`src/rtl/sprr_pkg.sv`:
```
// Shared constants and types for the sprite run span renderer.
// No dependencies; used by the top level, the span checker and the testbench.
package sprr_pkg;

  // Sprite edge length in cells
  localparam int SPRITE_DIM = 9;
  localparam int COL_W      = (SPRITE_DIM > 1) ? $clog2(SPRITE_DIM) : 1;

  // Result queue
  localparam int Q_DEPTH = 4;
  localparam int Q_AW    = $clog2(Q_DEPTH);
  localparam int Q_CW    = $clog2(Q_DEPTH + 1);

  // Cell codes
  localparam logic [7:0] CODE_ZERO  = 8'h30;
  localparam logic [7:0] CODE_FIRST = 8'h31;
  localparam logic [7:0] CODE_LAST  = 8'h35;

  // Configuration register indexes
  typedef enum logic [2:0] {
    REG_ORIGIN_X      = 3'd0,
    REG_ORIGIN_Y      = 3'd1,
    REG_PIXEL_SCALE   = 3'd2,
    REG_SCREEN_WIDTH  = 3'd3,
    REG_PAL_ONE_TWO   = 3'd4,
    REG_PAL_THREE_FOUR = 3'd5,
    REG_PAL_FIVE      = 3'd6
  } cfg_idx_t;

  localparam int CFG_AW = 3;
  localparam int CFG_DW = 48;

  // Color index of a run (code minus '0')
  localparam logic [2:0] COLOR_1 = 3'd1;
  localparam logic [2:0] COLOR_2 = 3'd2;
  localparam logic [2:0] COLOR_3 = 3'd3;
  localparam logic [2:0] COLOR_4 = 3'd4;
  localparam logic [2:0] COLOR_5 = 3'd5;

  typedef struct packed {
    logic [15:0] x;
    logic [15:0] y;
    logic [6:0]  w;
    logic [1:0]  h;
    logic [15:0] color;
    logic        last;
  } rect_t;

  typedef struct packed {
    logic  vis;
    rect_t r;
  } cand_t;

endpackage

```
`src/rtl/sprite_run_span_renderer.sv`:
```
// Sprite run span renderer top level: input register, run merge logic, result queue.
// Depends on sprr_pkg.
//
// Takes one sprite cell word per cycle (in_valid high, in_stall low) and
// emits one rectangle word per run that ends and is horizontally visible.
// A cell waits in the input register until there is room for its rectangles,
// which are then written into a four-entry result queue and are offered on
// the out_ channel once written. The input side sustains one cell per
// clock as long as the queue has room for two words; a cell at the end of
// a row can yield two rectangles, which leave the queue one at a time.
module sprite_run_span_renderer (
  input  logic                         clk,
  input  logic                         rst_n,
  input  logic                         cfg_we,
  input  logic [sprr_pkg::CFG_AW-1:0]  cfg_index,
  input  logic [sprr_pkg::CFG_DW-1:0]  cfg_wdata,
  input  logic                         in_valid,
  output logic                         in_stall,
  input  logic [7:0]                   in_cell_code,
  output logic                         out_valid,
  input  logic                         out_stall,
  output logic signed [15:0]           out_rect_x,
  output logic signed [15:0]           out_rect_y,
  output logic [6:0]                   out_rect_width,
  output logic [1:0]                   out_rect_height,
  output logic [15:0]                  out_fill_color,
  output logic                         out_last_of_run
);

  localparam int CW  = sprr_pkg::COL_W;
  localparam int CW1 = CW + 1;
  localparam int QA  = sprr_pkg::Q_AW;
  localparam int QC  = sprr_pkg::Q_CW;

  // configuration
  logic [15:0] origin_x_r, origin_y_r;
  logic [1:0]  scale_r;
  logic [11:0] screen_w_r;
  logic [47:0] pal12_r, pal34_r;
  logic [23:0] pal5_r;

  // input register
  logic       s1_valid_r;
  logic [7:0] s1_code_r;

  // run state
  logic [CW-1:0] col_r, row_r, start_r;
  logic [2:0]    color_r;
  logic          open_r;

  // result queue
  sprr_pkg::rect_t q_mem_r [sprr_pkg::Q_DEPTH];
  logic [QA-1:0] wr_ptr_r, rd_ptr_r;
  logic [QC-1:0] cnt_r;

  logic          go, accept, pop;
  logic          colored, close_a, cont, row_end, a_vis, b_vis;
  logic [7:0]    code_diff;
  logic [2:0]    idx;
  logic [CW-1:0] start_b;
  logic [QA-1:0] b_idx;
  sprr_pkg::cand_t cand_a, cand_b;
  sprr_pkg::rect_t wr_a, wr_b;

  function automatic sprr_pkg::cand_t emit(
    input logic [CW-1:0]  start,
    input logic [CW1-1:0] endc,
    input logic [2:0]     code,
    input logic [CW-1:0]  row
  );
    logic [1:0]      s;
    logic [CW1-1:0]  len;
    logic [7:0]      pw8, sx8, sy8;
    logic [18:0]     px, pend, py;
    logic [23:0]     rgb;
    logic            lt_w, gt_0;
    sprr_pkg::cand_t c;
    s    = (scale_r == 2'd0) ? 2'd1 : scale_r;
    len  = endc - {1'b0, start};
    pw8  = 8'(len) * 8'(s);
    sx8  = 8'(start) * 8'(s);
    sy8  = 8'(row) * 8'(s);
    px   = {{3{origin_x_r[15]}}, origin_x_r} + {11'b0, sx8};
    py   = {{3{origin_y_r[15]}}, origin_y_r} + {11'b0, sy8};
    pend = px + {12'b0, pw8[6:0]};
    lt_w = $signed(px) < $signed({7'b0, screen_w_r});
    gt_0 = !pend[18] && (pend != 19'd0);
    case (code)
      sprr_pkg::COLOR_1: rgb = pal12_r[23:0];
      sprr_pkg::COLOR_2: rgb = pal12_r[47:24];
      sprr_pkg::COLOR_3: rgb = pal34_r[23:0];
      sprr_pkg::COLOR_4: rgb = pal34_r[47:24];
      sprr_pkg::COLOR_5: rgb = pal5_r;
      default: rgb = 24'd0;
    endcase
    c.vis     = (endc > {1'b0, start}) && lt_w && gt_0;
    c.r.x     = px[15:0];
    c.r.y     = py[15:0];
    c.r.w     = pw8[6:0];
    c.r.h     = s;
    c.r.color = {rgb[23:19], rgb[15:10], rgb[7:3]};
    c.r.last  = 1'b0;
    return c;
  endfunction

  assign go       = s1_valid_r && (cnt_r <= QC'(sprr_pkg::Q_DEPTH - 2));
  assign in_stall = s1_valid_r && !go;
  assign accept   = in_valid && !in_stall;
  assign out_valid = (cnt_r != '0);
  assign pop      = out_valid && !out_stall;

  always_comb begin
    colored   = (s1_code_r >= sprr_pkg::CODE_FIRST) && (s1_code_r <= sprr_pkg::CODE_LAST);
    code_diff = s1_code_r - sprr_pkg::CODE_ZERO;
    idx       = colored ? code_diff[2:0] : 3'd0;
    close_a   = open_r && (!colored || (idx != color_r));
    cont      = open_r && !close_a;
    start_b   = cont ? start_r : col_r;
    row_end   = (col_r == CW'(sprr_pkg::SPRITE_DIM - 1));
    cand_a    = emit(start_r, {1'b0, col_r}, color_r, row_r);
    cand_b    = emit(start_b, CW1'(sprr_pkg::SPRITE_DIM), idx, row_r);
    a_vis     = go && close_a && cand_a.vis;
    b_vis     = go && row_end && colored && cand_b.vis;
    wr_a      = cand_a.r;
    wr_a.last = !b_vis;
    wr_b      = cand_b.r;
    wr_b.last = 1'b1;
    b_idx     = a_vis ? wr_ptr_r + QA'(1) : wr_ptr_r;
  end

  always_ff @(posedge clk) begin
    if (!rst_n) begin
      origin_x_r <= '0;
      origin_y_r <= '0;
      scale_r    <= 2'd1;
      screen_w_r <= 12'd64;
      pal12_r    <= '0;
      pal34_r    <= '0;
      pal5_r     <= '0;
      s1_valid_r <= 1'b0;
      col_r      <= '0;
      row_r      <= '0;
      start_r    <= '0;
      color_r    <= '0;
      open_r     <= 1'b0;
      wr_ptr_r   <= '0;
      rd_ptr_r   <= '0;
      cnt_r      <= '0;
    end else begin
      if (cfg_we) begin
        case (cfg_index)
          sprr_pkg::REG_ORIGIN_X:       origin_x_r <= cfg_wdata[15:0];
          sprr_pkg::REG_ORIGIN_Y:       origin_y_r <= cfg_wdata[15:0];
          sprr_pkg::REG_PIXEL_SCALE:    scale_r    <= cfg_wdata[1:0];
          sprr_pkg::REG_SCREEN_WIDTH:   screen_w_r <= cfg_wdata[11:0];
          sprr_pkg::REG_PAL_ONE_TWO:    pal12_r    <= cfg_wdata[47:0];
          sprr_pkg::REG_PAL_THREE_FOUR: pal34_r    <= cfg_wdata[47:0];
          sprr_pkg::REG_PAL_FIVE:       pal5_r     <= cfg_wdata[23:0];
          default: ;
        endcase
      end
      if (accept) begin
        s1_valid_r <= 1'b1;
      end else if (go) begin
        s1_valid_r <= 1'b0;
      end
      if (go) begin
        if (row_end) begin
          open_r <= 1'b0;
          col_r  <= '0;
          row_r  <= (row_r == CW'(sprr_pkg::SPRITE_DIM - 1)) ? '0 : row_r + CW'(1);
        end else begin
          open_r <= colored;
          col_r  <= col_r + CW'(1);
        end
        if (colored) begin
          start_r <= start_b;
          color_r <= idx;
        end
      end
      wr_ptr_r <= wr_ptr_r + QA'(a_vis) + QA'(b_vis);
      if (pop) begin
        rd_ptr_r <= rd_ptr_r + QA'(1);
      end
      cnt_r <= QC'(cnt_r + QC'(a_vis) + QC'(b_vis) - QC'(pop));
    end
  end

  // input word register and queue storage, no reset
  always_ff @(posedge clk) begin
    if (accept) begin
      s1_code_r <= in_cell_code;
    end
    if (a_vis) begin
      q_mem_r[wr_ptr_r] <= wr_a;
    end
    if (b_vis) begin
      q_mem_r[b_idx] <= wr_b;
    end
  end

  assign out_rect_x      = q_mem_r[rd_ptr_r].x;
  assign out_rect_y      = q_mem_r[rd_ptr_r].y;
  assign out_rect_width  = q_mem_r[rd_ptr_r].w;
  assign out_rect_height = q_mem_r[rd_ptr_r].h;
  assign out_fill_color  = q_mem_r[rd_ptr_r].color;
  assign out_last_of_run = q_mem_r[rd_ptr_r].last;

endmodule

```
`config.mk`:
```
export PLATFORM = sky130hd
export DESIGN_NAME = sprite_run_span_renderer
export DESIGN_NICKNAME = d
export VERILOG_FILES = /design/src/rtl/sprr_pkg.sv /design/src/rtl/sprite_run_span_renderer.sv
export SDC_FILE = /design/constraint.sdc
export NUM_CORES = 1
export LEC_CHECK = 0
export ABC_AREA = 1
export BUFFER_PORTS_ARGS = -buffer_cell sky130_fd_sc_hd__buf_2
export CAP_MARGIN = 20
export CORE_UTILIZATION = 45
export CTS_CLUSTER_DIAMETER = 120
export DETAILED_ROUTE_END_ITERATION = 8
export HOLD_SLACK_MARGIN = 0.12
export PLACE_DENSITY = 0.63
export SLEW_MARGIN = 20
export SYNTH_ARGS = -nofsm -noshare
export SYNTH_HDL_FRONTEND = slang
export SYNTH_SLANG_ARGS = --single-unit
export TNS_END_PERCENT = 10
```
`constraint.sdc`:
```
create_clock -name clk -period 19.2 [get_ports clk]
set_input_delay 1.92 -clock clk [delete_from_list [all_inputs] [get_ports clk]]
set_output_delay 1.92 -clock clk [all_outputs]
set_load 0.02 [all_outputs]
```
# [Word level (Yosys, flattened, before mapping)]
# Memory sizes are Yosys's and may differ from the RTL's. A register that Yosys moved wholly into a read port is not among the register bits.
# Index checks and enable logic that the tools add are counted.
[classes] add_sub_neg=17 multipliers=5 magnitude_cmp=7 n_eq_ne=19 mux=17 n_reduce_logical=42
[op_table] op="$pmux 24 s5" n=2
[op_table] op="$reduce_bool 19->1" n=2
[op_table] op="$add 17x8->18" n=2
[op_table] op="$add 16x7->17" n=2
[op_table] op="$lt 17x13->1" n=2
[op_table] op="$eq 3x3->1 const B" n=7
[op_table] op="$eq 3x2->1 const B" n=6
[op_table] op="$logic_and 1x1->1" n=18
[op_table] op="$mul 4x2->6" n=3
[op_table] op="$reduce_and 2->1" n=9
[op_table] op="$add 16x7->16" n=1
[op_table] op="$mul 5x2->7" n=2
[op_table] op="$mux 4" n=3
[op_table] op="$eq 3x1->1 const B" n=3
[op_table] op="$add 4x1->4 const B" n=2
[op_table] op="$eq 4x4->1 const B" n=2
[op_table] op="$ge 8x6->1 const B" n=1
[op_table] op="$le 8x6->1 const B" n=1
[op_table] op="$logic_not 1->1" n=8
[op_table] op="$mux 2" n=4
[op_table] op="$mux 1" n=7
[op_table] op="$add 3x1->3" n=2
[op_table] op="$sub 4x4->5" n=1
[op_table] op="$sub 4x4->5 const A" n=1
[op_table] op="14 further kinds" n=16
[word_totals] regBits=198 ram_bits=232 inputBits=64 out_inout_bits=60 n_memories=1
[memory_table] memory="q_mem_r" depth=4 word_bits=58 read_ports=1 rd_clocked_by_memory_dff=1 wr=2 line="sprite_run_span_renderer.sv:52" text="sprr_pkg::rect_t q_mem_r [sprr_pkg::Q_DEPTH];"

# [Logic depth before layout (Yosys ltp)]
[logic_depth] word_depth=18 depth_mapped=40

# [Least setup slack after synthesis]
# No wires, ideal clock.
[synth_timing] path_kind="register to register" from="reg s1_code_r[1]" to="mem q_mem_r[0][32] in the netlist's numbering (data pin)" arrival_ns=6.518 required_time_ns=19.061 slack_ns=12.543 stages_incl_launch_ff=35 cell_sequence="edfxtp_1 > buf_6 > nand2_2 > nand2_2 > nor2_4 > nand3_1 > nand2_1 > nand4_1 > nand2_1 > nand2_2 > nor2_1 > inv_1 > fa_1 > xnor2_1 > ha_1 > nand2_1 > o21ai_2 > a21oi_1 > o21ai_2 > nand3_2 > xor2_1 > inv_1 > ha_1 > a21oi_1 > o21ai_0 > nand3_1 > nand2_1 > o21ai_0 > a31oi_1 > nor3_4 > nand4_2 > nand2_1 > inv_2 > buf_4 > nor2_1"
[synth_rtl] item="start, declared" line="sprite_run_span_renderer.sv:44" text="logic [7:0] s1_code_r;"
[synth_rtl] item="start signal, assigned" line="sprite_run_span_renderer.sv:192" text="s1_code_r <= in_cell_code;"
[synth_rtl] item="end, declared" line="sprite_run_span_renderer.sv:52"

==> impl_metrics.env <==
export IMPL_antenna_cells=0
export IMPL_fin_crit_ns=8.80
export IMPL_place_hpwl_um=44200
export IMPL_post_route_period_util=0.459
export IMPL_wire_per_inst_um=18.0
export IMPL_fin_cells=3788
export IMPL_drtPass1Iterations=6
export IMPL_die_y_um=228
export IMPL_avgSynthCellArea_sq_um=7.59
export IMPL_min_delay_start="scale_r[0]"
export IMPL_cts_resized=0
export IMPL_cts_sinks=392
export IMPL_initial_core_util=0.458
export IMPL_clock_latency_ns=0.60
export IMPL_vias_per_cell=5.36
export IMPL_layout_commonest_cell="nor2_1"
export IMPL_crit_type="register to register"
export IMPL_worstPathRequired_ns=19.62
export IMPL_area_growth_pct=10.5
export IMPL_cts_tree="done"
export IMPL_worst_pin_slew_ns=1.07
export IMPL_crit_fanout=42
export IMPL_synth_edf_count=236
export IMPL_yosysSeqAreaShare=0.444
export IMPL_drive_gt1_frac=0.102
export IMPL_top_usage_layer="met2"
export IMPL_synth_area_leaders="edfxtp_1 (31%), dfxtp_1 (14%), nor2_1 (12%), nand2_1 (8.9%), o21ai_0 (6.0%)"
export IMPL_port_buffers=112
export IMPL_cp_arrival_ns=9.23
export IMPL_max_slew_margin=0.285
export IMPL_p_leak_nw=11.3
export IMPL_wirelength_um=68300
export IMPL_synth_seq_cells=392
export IMPL_die_area_sq_um=52000
export IMPL_total_power_mw=2.23
export IMPL_final_nets=3244
export IMPL_post_place_ws_ns=10.40
export IMPL_gr_total_overflow=0
export IMPL_gp_congestion=0.941
export IMPL_outcome="finished, final reports clean"
export IMPL_report_final_slew_viol_count=0
export IMPL_grt_pass1_vias=19186
export IMPL_synth_distinct_cells=49
export IMPL_synth_top_flop_cell="edfxtp_1"
export IMPL_synth_largest_area_cell="edfxtp_1"
export IMPL_num_vias=20292
export IMPL_crit_path_start="s1_code_r[1]"
export IMPL_grt_max_degree=113
export IMPL_row_count=82
export IMPL_yosysTopAreaCellShare=0.308
export IMPL_ctsHoldBuffers=0
export IMPL_maxCapViolCount=0
export IMPL_end_kind="register"
export IMPL_final_cell_mix="nor2_1 (717), nand2_1 (543), inv_1 (326), o21ai_0 (276), edfxtp_1 (236)"
export IMPL_syn_num_nets=3198
export IMPL_met3_usage=0.0373
export IMPL_r2r_start="s1_code_r[1]"
export IMPL_final_cell_area_sq_um=25400
export IMPL_rsz0062_at_grt="no"
export IMPL_yosysWarnings=0
export IMPL_critPathMaxStageDelay_ns=1.12
export IMPL_met2_usage=0.404
export IMPL_drc=0
export IMPL_clkTransAtPathRegs_ns=0.05
export IMPL_min_path_type="register to register"
export IMPL_cts_setup_buffers=0
export IMPL_drtIter0Drc=1967
export IMPL_clock_path_buffers=3
export IMPL_grt_pass1_wl_um=106000
export IMPL_postSynthCellCount=3033
export IMPL_startpoint_type="register"
export IMPL_ir_worst_vdd_uv=70.3
export IMPL_clockRootBuffer="clkbuf_16"
export IMPL_io_pins=124
export IMPL_setup_viol=0
export IMPL_syn_cell_area_sq_um=23000
export IMPL_worst_slack_ns=10.40
export IMPL_power_density_nw_per_um2=87.9
export IMPL_cts_max_level=2
export IMPL_grt_use_total=0.259
export IMPL_postRouteAntennaNets=0
export IMPL_slowest_stage="nand2_2"
export IMPL_die_w_um=228
export IMPL_antenna_found_initial=2
export IMPL_placed_area_sq_um=23900
export IMPL_max_freq_ghz=0.114
export IMPL_dp_cells=3702
export IMPL_grt_util_met1=0.366
export IMPL_tns_ns=0
export IMPL_finClkSkew_ns=0.0358
export IMPL_core_sq_um=50300
export IMPL_cts_buffers_inserted=46
export IMPL_ys_async_sr_fraction=0
export IMPL_hold_violations=0
-- registers in the layout, summed over array words and instances, names as in the netlist, named ones only --
register,flops
cnt_r,3
col_r,4
color_r,3
open_r,1
origin_x_r,16
origin_y_r,16
pal12_r,32
pal34_r,32
pal5_r,16
q_mem_r,232
rd_ptr_r,2
row_r,4
s1_code_r,8
s1_valid_r,1
scale_r,2
screen_w_r,12
start_r,4
wr_ptr_r,2
-- synthesized netlist by cell type (3+ instances only) --
| cell | number |
|---|---|
| nor2_1 | 718 |
| nand2_1 | 547 |
| inv_1 | 327 |
| o21ai_0 | 276 |
| edfxtp_1 | 236 |
| dfxtp_1 | 156 |
| a21oi_1 | 110 |
| clkbuf_1 | 88 |
| ha_1 | 87 |
| o22ai_1 | 75 |
| nand3_1 | 66 |
| inv_2 | 65 |
| nand4_1 | 38 |
| xor2_1 | 35 |
| buf_6 | 29 |
| a22oi_1 | 23 |
| xnor2_1 | 21 |
| nor3_1 | 15 |
| fa_1 | 14 |
| buf_2 | 13 |
| nand2_2 | 9 |
| a31oi_1 | 8 |
| buf_4 | 8 |
| nand3_2 | 7 |
| nor4_1 | 6 |
| nand4_2 | 5 |
| nor2_2 | 5 |
| o211ai_1 | 5 |
| xor2_2 | 5 |
| o21ai_2 | 4 |
| a211oi_1 | 3 |
| nor2_4 | 3 |
-- path summary, 6_finish.rpt --
kind	slack [ns]	cells past startpoint	to
hold / removal	0.46	2	scale_r[0]
hold reg to reg	0.46	2	scale_r[0]
setup reg to reg	10.40	33	q_mem_r[2][28]
setup / recovery	10.40	33	q_mem_r[2][28]
-- final cells by class --
type                            instances  area, sq um
Fill cell                            4803        24900
Clock inverter                         21          299
Sequential cell                       392        10200
Clock buffer                           64         1230
Tap cell                              672          841
Timing Repair Buffer                  137          758
Multi-Input combinational cell       2108        10600
Inverter                              394         1480
-- through the flow --
| step | utilization | hold WS, ns |
|---|---|---|
| 2_1_floorplan | - | 0.430 |
| 3_3_place_gp | 0.475 | 0.439 |
| 3_5_place_dp | 0.475 | 0.445 |
| 4_1_cts | 0.505 | 0.459 |
| 5_1_grt | 0.505 | 0.486 |
| 6_report | 0.505 | 0.456 |
-- worst max-delay path, delay by kind of cell, from the launching register on --
family                     cells  cell delay [ns]
xor gates and xnor gates       2             0.52
buffers and inverters          4             1.19
AOI/OAI and AO/OA              7             1.05
DFF                            1             0.53
and+or+nand+nor               17             4.10
adders and majority gates      3             1.18
-- cells by family (layout without fill, tap and decap cells) --
| family | after synthesis | in the layout | synth area share |
|---|---|---|---|
| AOI/OAI and AO/OA | 515 | 515 | 0.122 |
| xor gates and xnor gates | 61 | 61 | 0.0249 |
| adders and majority gates | 101 | 101 | 0.0595 |
| buffers and inverters | 533 | 616 | 0.0984 |
| DFF | 392 | 392 | 0.444 |
| and+or+nand+nor | 1431 | 1431 | 0.252 |
-- metal layers --
| layer | vias up | wire length (um) |
|---|---|---|
| li1 | 9901 | - |
| met4 | 4 | 1900 |
| met2 | 712 | 30200 |
| met1 | 9560 | 31200 |
| met5 | - | 25 |
| met3 | 115 | 4960 |
-- power by group --
group	switching [mW]	total, mW	internal, mW
Sequential	0.0235	0.924	0.901
Combinational	0.289	0.410	0.121
Clock	0.358	0.900	0.543
Total	0.670	2.23	1.56
No activity file was read; power rests on OpenSTA's default activity.
